===== src/sv/v4a_pkg.sv =====
`timescale 1ns / 1ps
// shared types, constants and saturation helper for the four-component vector alu
package v4a_pkg;

	localparam int FRAC_BITS_DEF = 16;
	localparam int PROD_W        = 64;
	localparam int ACC_W         = 66;
	localparam int MAG_W         = 33;
	localparam int SQ_IN_W       = 65;
	localparam int SQ_STEPS      = 33;
	localparam int SQ_LAT        = SQ_STEPS + 1;

	localparam logic signed [ACC_W-1:0] ACC_MAX = {{(ACC_W-31){1'b0}}, {31{1'b1}}};
	localparam logic signed [ACC_W-1:0] ACC_MIN = {{(ACC_W-31){1'b1}}, {31{1'b0}}};

	typedef enum logic [3:0] {
		KIND_ADD, KIND_SUB, KIND_SCALE, KIND_DIV,
		KIND_NEG, KIND_MAGSQ, KIND_MAG, KIND_NORM,
		KIND_DOT, KIND_CROSS, KIND_REFLECT, KIND_EQ,
		KIND_ISPOINT, KIND_ISVECTOR, KIND_POINT, KIND_VECTOR
	} kind_t;

	typedef struct packed {
		kind_t              kind;
		logic signed [31:0] a_x;
		logic signed [31:0] a_y;
		logic signed [31:0] a_z;
		logic signed [31:0] a_w;
		logic signed [31:0] b_x;
		logic signed [31:0] b_y;
		logic signed [31:0] b_z;
		logic signed [31:0] b_w;
		logic signed [31:0] factor;
	} in_t;

	typedef struct packed {
		logic signed [31:0] r_x;
		logic signed [31:0] r_y;
		logic signed [31:0] r_z;
		logic signed [31:0] r_w;
		logic signed [31:0] r_scalar;
		logic               r_flag;
		logic               r_error;
	} out_t;

	typedef struct packed {
		logic signed [31:0] val;
		logic               err;
	} sat_t;

	function automatic sat_t sat32(input logic signed [ACC_W-1:0] v);
		sat_t s;
		if (v > ACC_MAX) begin
			s.val = 32'sh7fff_ffff;
			s.err = 1'b1;
		end else if (v < ACC_MIN) begin
			s.val = 32'sh8000_0000;
			s.err = 1'b1;
		end else begin
			s.val = v[31:0];
			s.err = 1'b0;
		end
		return s;
	endfunction

endpackage


===== src/sv/v4a_sqrt.sv =====
`timescale 1ns / 1ps
// pipelined integer square root, two radicand bits per stage, rounded to nearest
module v4a_sqrt (
	input  logic                              clk,
	input  logic                              en,
	input  logic [v4a_pkg::SQ_IN_W-1:0]       x,
	output logic [v4a_pkg::MAG_W-1:0]         root
);
	import v4a_pkg::*;

	localparam int XW = 2 * SQ_STEPS;
	localparam int RW = MAG_W + 4;

	logic [RW-1:0]    rem_q [SQ_STEPS];
	logic [MAG_W-1:0] rt_q  [SQ_STEPS];
	logic [XW-1:0]    x_q   [SQ_STEPS];
	logic [RW-1:0]    rem_p [SQ_STEPS];
	logic [MAG_W-1:0] rt_p  [SQ_STEPS];
	logic [XW-1:0]    x_p   [SQ_STEPS];
	logic [RW-1:0]    cur   [SQ_STEPS];
	logic [RW-1:0]    trial [SQ_STEPS];
	logic [MAG_W-1:0] root_q;

	always_comb begin
		rem_p[0] = '0;
		rt_p[0]  = '0;
		x_p[0]   = XW'(x);
		for (int k = 1; k < SQ_STEPS; k++) begin
			rem_p[k] = rem_q[k-1];
			rt_p[k]  = rt_q[k-1];
			x_p[k]   = x_q[k-1];
		end
		for (int k = 0; k < SQ_STEPS; k++) begin
			cur[k]   = {rem_p[k][RW-3:0], x_p[k][XW-1 -: 2]};
			trial[k] = RW'({rt_p[k], 2'b01});
		end
	end

	always_ff @(posedge clk) begin
		if (en) begin
			for (int k = 0; k < SQ_STEPS; k++) begin
				if (cur[k] >= trial[k]) begin
					rem_q[k] <= cur[k] - trial[k];
					rt_q[k]  <= {rt_p[k][MAG_W-2:0], 1'b1};
				end else begin
					rem_q[k] <= cur[k];
					rt_q[k]  <= {rt_p[k][MAG_W-2:0], 1'b0};
				end
				x_q[k] <= {x_p[k][XW-3:0], 2'b00};
			end
			if (rem_q[SQ_STEPS-1] > RW'(rt_q[SQ_STEPS-1])) begin
				root_q <= rt_q[SQ_STEPS-1] + 1'b1;
			end else begin
				root_q <= rt_q[SQ_STEPS-1];
			end
		end
	end

	assign root = root_q;

endmodule


===== config.mk =====
export PLATFORM = sky130hd
export DESIGN_NAME = v4a_sqrt
export DESIGN_NICKNAME = d
export VERILOG_FILES = /design/src/sv/v4a_pkg.sv /design/src/sv/v4a_sqrt.sv
export SDC_FILE = /design/constraint.sdc
export NUM_CORES = 2
export LEC_CHECK = 0
export BUFFER_PORTS_ARGS = -buffer_cell sky130_fd_sc_hd__buf_2
export CORE_ASPECT_RATIO = 1.1
export CORE_MARGIN = 4
export CORE_UTILIZATION = 45
export DETAILED_ROUTE_END_ITERATION = 8
export HOLD_SLACK_MARGIN = 0.03
export PLACE_DENSITY = 0.6
export REMOVE_ABC_BUFFERS = 1
export SETUP_SLACK_MARGIN = 0.02
export SLEW_MARGIN = 10
export SYNTH_ARGS = -nofsm -noshare
export SYNTH_HDL_FRONTEND = slang
export SYNTH_MEMORY_MAX_BITS = 65536
export SYNTH_SLANG_ARGS = --single-unit

===== constraint.sdc =====
create_clock -name clk -period 3.9 [get_ports clk]
set_input_delay 0.195 -clock clk [delete_from_list [all_inputs] [get_ports clk]]
set_output_delay 0.195 -clock clk [all_outputs]
set_load 0.02 [all_outputs]

# After elaboration in Yosys (flattened, before gate mapping)
# Memory sizes are Yosys's and may differ from the RTL's.
# Cells that the tools add are included.
[totals]
register_bits = 33
latch_bits = 0
ramBits = 4422
rom_bits = 0
output_inout_bits = 33
elab_cells = 405
mem_count = 3
[mem_list]
columns = ["memory", "depth", "word_bits", "read_ports", "rd_ports_with_merged_regs", "write_ports", "line", "source"]
rows = [
  ["x_q", 33, 64, 32, 0, 33, "v4a_sqrt.sv:16", "logic [XW-1:0] x_q [SQ_STEPS];"],
  ["rem_q", 33, 37, 33, 0, 33, "v4a_sqrt.sv:14", "logic [RW-1:0] rem_q [SQ_STEPS];"],
  ["rt_q", 33, 33, 33, 0, 33, "v4a_sqrt.sv:15", "logic [MAG_W-1:0] rt_q [SQ_STEPS];"],
]
[op_classes]
addsub = 34
mul = 0
n_div = 0
order_cmp = 34
eq_ne = 0
n_shift = 0
muxes = 267
bitwise_logic = 66
n_reduce_logical = 0
[ops]
columns = ["cell", "count"]
rows = [
  ["37-bit two-way mux", 33],
  ["37-bit by 35-bit greater-or-equal comparator with 1-bit output", 32],
  ["37-bit by 35-bit subtractor with 37-bit output", 32],
  ["33-bit two-way mux", 34],
  ["1-bit two-way mux", 200],
  ["1-bit OR", 66],
  ["37-bit by 33-bit greater-than comparator with 1-bit output", 1],
  ["33-bit by 1-bit adder with 33-bit output, second input constant", 1],
  ["1-bit by 1-bit subtractor with 2-bit output, second input constant", 1],
  ["1-bit greater-or-equal comparator, second input constant", 1],
]

# Logic depth before layout (Yosys ltp)
# An unclocked memory read counts as a cell.
[depth]
depth_word = 6
ltp_mapped = 15

# Worst setup path after synthesis
# No wires, ideal clock.
[synth_path]
path_kind = "input-to-reg"
startpoint = "input port en"
endpoint = "memory rem_q[32][0] (netlist name), enable pin"
setup_time_ns = 0.451
t_arrival_ns = 3.090
setup_slack_ns = 0.358
cell_stages = 5
path_cell_list = "clkbuf_1 -> clkbuf_1 -> clkbuf_1 -> clkbuf_1 -> clkbuf_1"
[synth_rtl]
columns = ["item", "line", "source"]
rows = [
  ["from (decl)", "v4a_sqrt.sv:5", "input logic en,"],
  ["to (decl)", "v4a_sqrt.sv:14", ""],
]

==> results.yml <==
status:
  status: "finished clean"
die:
  start_util_pct: 45.3
  die_x_um: 520
  core_um2: 287000
  rows: 206
  design.portCount: 100
  chipHeight_um: 571
  dieArea_um2: 297000
global_route:
  grt_usage_pct: 19.1
  grt_max_degree: 157
  grt_pass1_vias: 79600
  grt_pass1_wl_mm: 450
  antenna_found_initial: 5
  gr-total-overflow: 0
power_and_ir_drop:
  power.internal_mw: 61.4
  p_leak_nw: 56.0
  power.switching_mw: 24.7
  seq_power_share_pct: 46.6
  power.density_nw_per_um2: 586
  ir_drop_v: 0.000405
  clockPowerShare_pct: 32.4
  comb_power_share_pct: 21.0
  p_sw_share_pct: 28.7
finish:
  drive_above_1_share_pct: 8.53
  nNetsFinal: 11400
  final_common_cell: "edfxtp_1"
  final_cells: 14800
  most-common-layout-cells: "edfxtp_1, nand2_1, inv_1"
  area_growth_pct: 13.3
clock_tree:
  cts_buffers: 301
  tritoncts: "done"
  clk_pin_slew_ns: 0.06
  htreeDepth: 5
  cts_sinks: 2748
  insertion_delay_ns: 0.88
  cts_root_buffer: "clkbuf_16"
  cts_max_path_buffers: 4
timing:
  fin_crit_ns: 3.74
  hold_viol: 0
  fmax_ghz: 0.268
  setup_viol_count_final: 0
  rsz0062_at_grt: "false"
  fin_skew_ns: 0.0359
  worst_pin_slew_ns: 1.04
  fin_crit_sh_pct: 95.8
  finalHoldWorstSlack_ns: 0.149
  max_slew_margin_pct: 30.3
  report.final.slew_viol_count: 0
synth:
  synth_area_per_cell_um2: 12.7
  ys_seq_area_share_pct: 63.6
  yosys_warnings: 0
  ys_dominant_reg_cell: "edfxtp_1"
  yosysUniqueCellTypes: 102
  ys_seq_elements: 2748
  async_reset_ff_share_pct: 0
  synth-edff-count: 2747
  syn_area_um2: 130000
  netlist_instances: 10200
drt:
  firstDrtPassIters: 6
  detail_route.wl_per_cell_um: 19.5
  drt_wl_total_mm: 288
  highest-signal-layer: "met4"
  dr_wl_met2_mm: 148
  vias_per_cell: 5.37
  ant_nets: 0
  route.met3.wl_mm: 10.8
  drc: 0
  wl_met1_mm: 118
  drt_iter0_markers: 5925
  vias: 79400
worst_hold_path:
  holdPathEnd: "x_q[0][21]"
  hold_path_depth: 2
  hp-class: "input port to flip-flop"
  min_from: "x[21]"
worst_setup_path:
  r2r_start: "rem_q[7][8]"
  cp.arrival_ns: 4.33
  r2r-end: "rem_q[8][20]"
  worstSetupPathType: "flip-flop to flip-flop"
  worstPathRequired_ns: 4.50
  r2r_cells: 9
  reg2reg_slack_ns: 0.16
  critical_path_peak_fanout: 8
  crit_path_start_kind: "flip-flop"
  end_kind: "flip-flop"
placed_design:
  place_inst: 14100
  port_buffers: 99
  dp_hpwl_mm: 211
  gp_congestion: 0.912
run:
  maxCapViolCount: 0
## timing repair
item	in CTS	in global routing
buffers inserted	0	1
hold buffers	129	0
pin swaps	0	1
hold endpoints to repair	180	0
gates resized for setup	1	24
setup endpoints to repair	1	78
## logic make-up after synthesis
logic type / share of synthesized area, %
buffers and inverters: 2.97
and+or+nand+nor: 10.7
DFF: 63.6
xor gates and xnor gates: 6.50
muxes: 0.600
adders and majority gates: 6.07
AOI/OAI and AO/OA: 9.63
## how the worst max path moves through the flow
stage,depth (start not counted),endpoint,from
floorplan,11,rem_q[21][28],rem_q[20][0]
global placement,7,rem_q[8][16],rem_q[7][8]
detailed placement,7,rem_q[8][16],rem_q[7][8]
CTS,9,rem_q[8][20],rem_q[7][8]
global route,9,rem_q[8][20],rem_q[7][8]
finish,9,rem_q[8][20],rem_q[7][8]
## Yosys cell counts, types with 140 or more instances
master / instances / area [um^2]
edfxtp_1: 2747 / 82500
nor2_1: 539 / 2020
nand2b_1: 142 / 888
a21o_1: 257 / 1930
a21oi_1: 554 / 2770
nand3_1: 166 / 831
nor4_1: 140 / 876
nor3_1: 247 / 1240
nand2_1: 814 / 3060
o21ai_0: 615 / 3080
inv_1: 785 / 2950
clkbuf_1: 194 / 728
xor2_1: 478 / 4190
xnor2_1: 485 / 4250
ha_1: 630 / 7880
## per-stage QoR
step	setup WS (ns)	setup TNS (ns)	power [mW]	util, %	instance area (um^2)
finish	0.163	0	86.2	51.3	147000
global route	0.0276	0	90.9	51.3	147000
CTS	0.0247	0	87.2	51.3	147000
detailed placement	0.0150	0	58.7	47.5	136000
global placement	0.0820	0	58.4	47.5	136000
floorplan	-1.66	-160.92	52.4	-	129000
## registers in the layout (all words and copies together), names as in the netlist
name	flops
rem_q	1098
root	33
x_q	1056
rt_q	561
## power by group through the flow
stage / Clock [mW] / Combinational (mW) / Sequential (mW)
floorplan: 0 / 12.9 / 39.5
detailed placement: 0 / 17.9 / 40.8
global placement: 0 / 17.6 / 40.8
finish: 27.9 / 18.1 / 40.2
global route: 30.1 / 20.2 / 40.5
CTS: 28.9 / 18.1 / 40.2
## routing by layer
| layer | vias to the layer above | track usage, % |
|---|---|---|
| met1 | 38600 | 23.4 |
| met4 | 0 | 6.68 |
| met3 | 519 | 2.39 |
| li1 | 38600 | - |
| met2 | 1646 | 34.6 |
| met5 | - | 0 |
## cell type report
cell class / count / area (um^2)
Inverter: 788 / 2960
Sequential cell: 2748 / 82500
Clock buffer: 354 / 7790
Multi-Input combinational cell: 6435 / 43600
Fill cell: 24700 / 140000
Antenna cell: 2 / 5.00
Timing Repair Buffer: 427 / 3530
Clock inverter: 177 / 1840
Tap cell: 3848 / 4810
## critical path, cell delays in order (launching register included)
cell,delay (ns)
edfxtp_1,0.49
or4_4,0.55
or4_1,0.61
nor2_1,0.32
o21ai_0,0.16
a31oi_2,0.32
and4bb_2,0.41
or3_1,0.36
nor3_1,0.10
xor2_1,0.16
No activity file was read; power rests on OpenSTA's default activity.
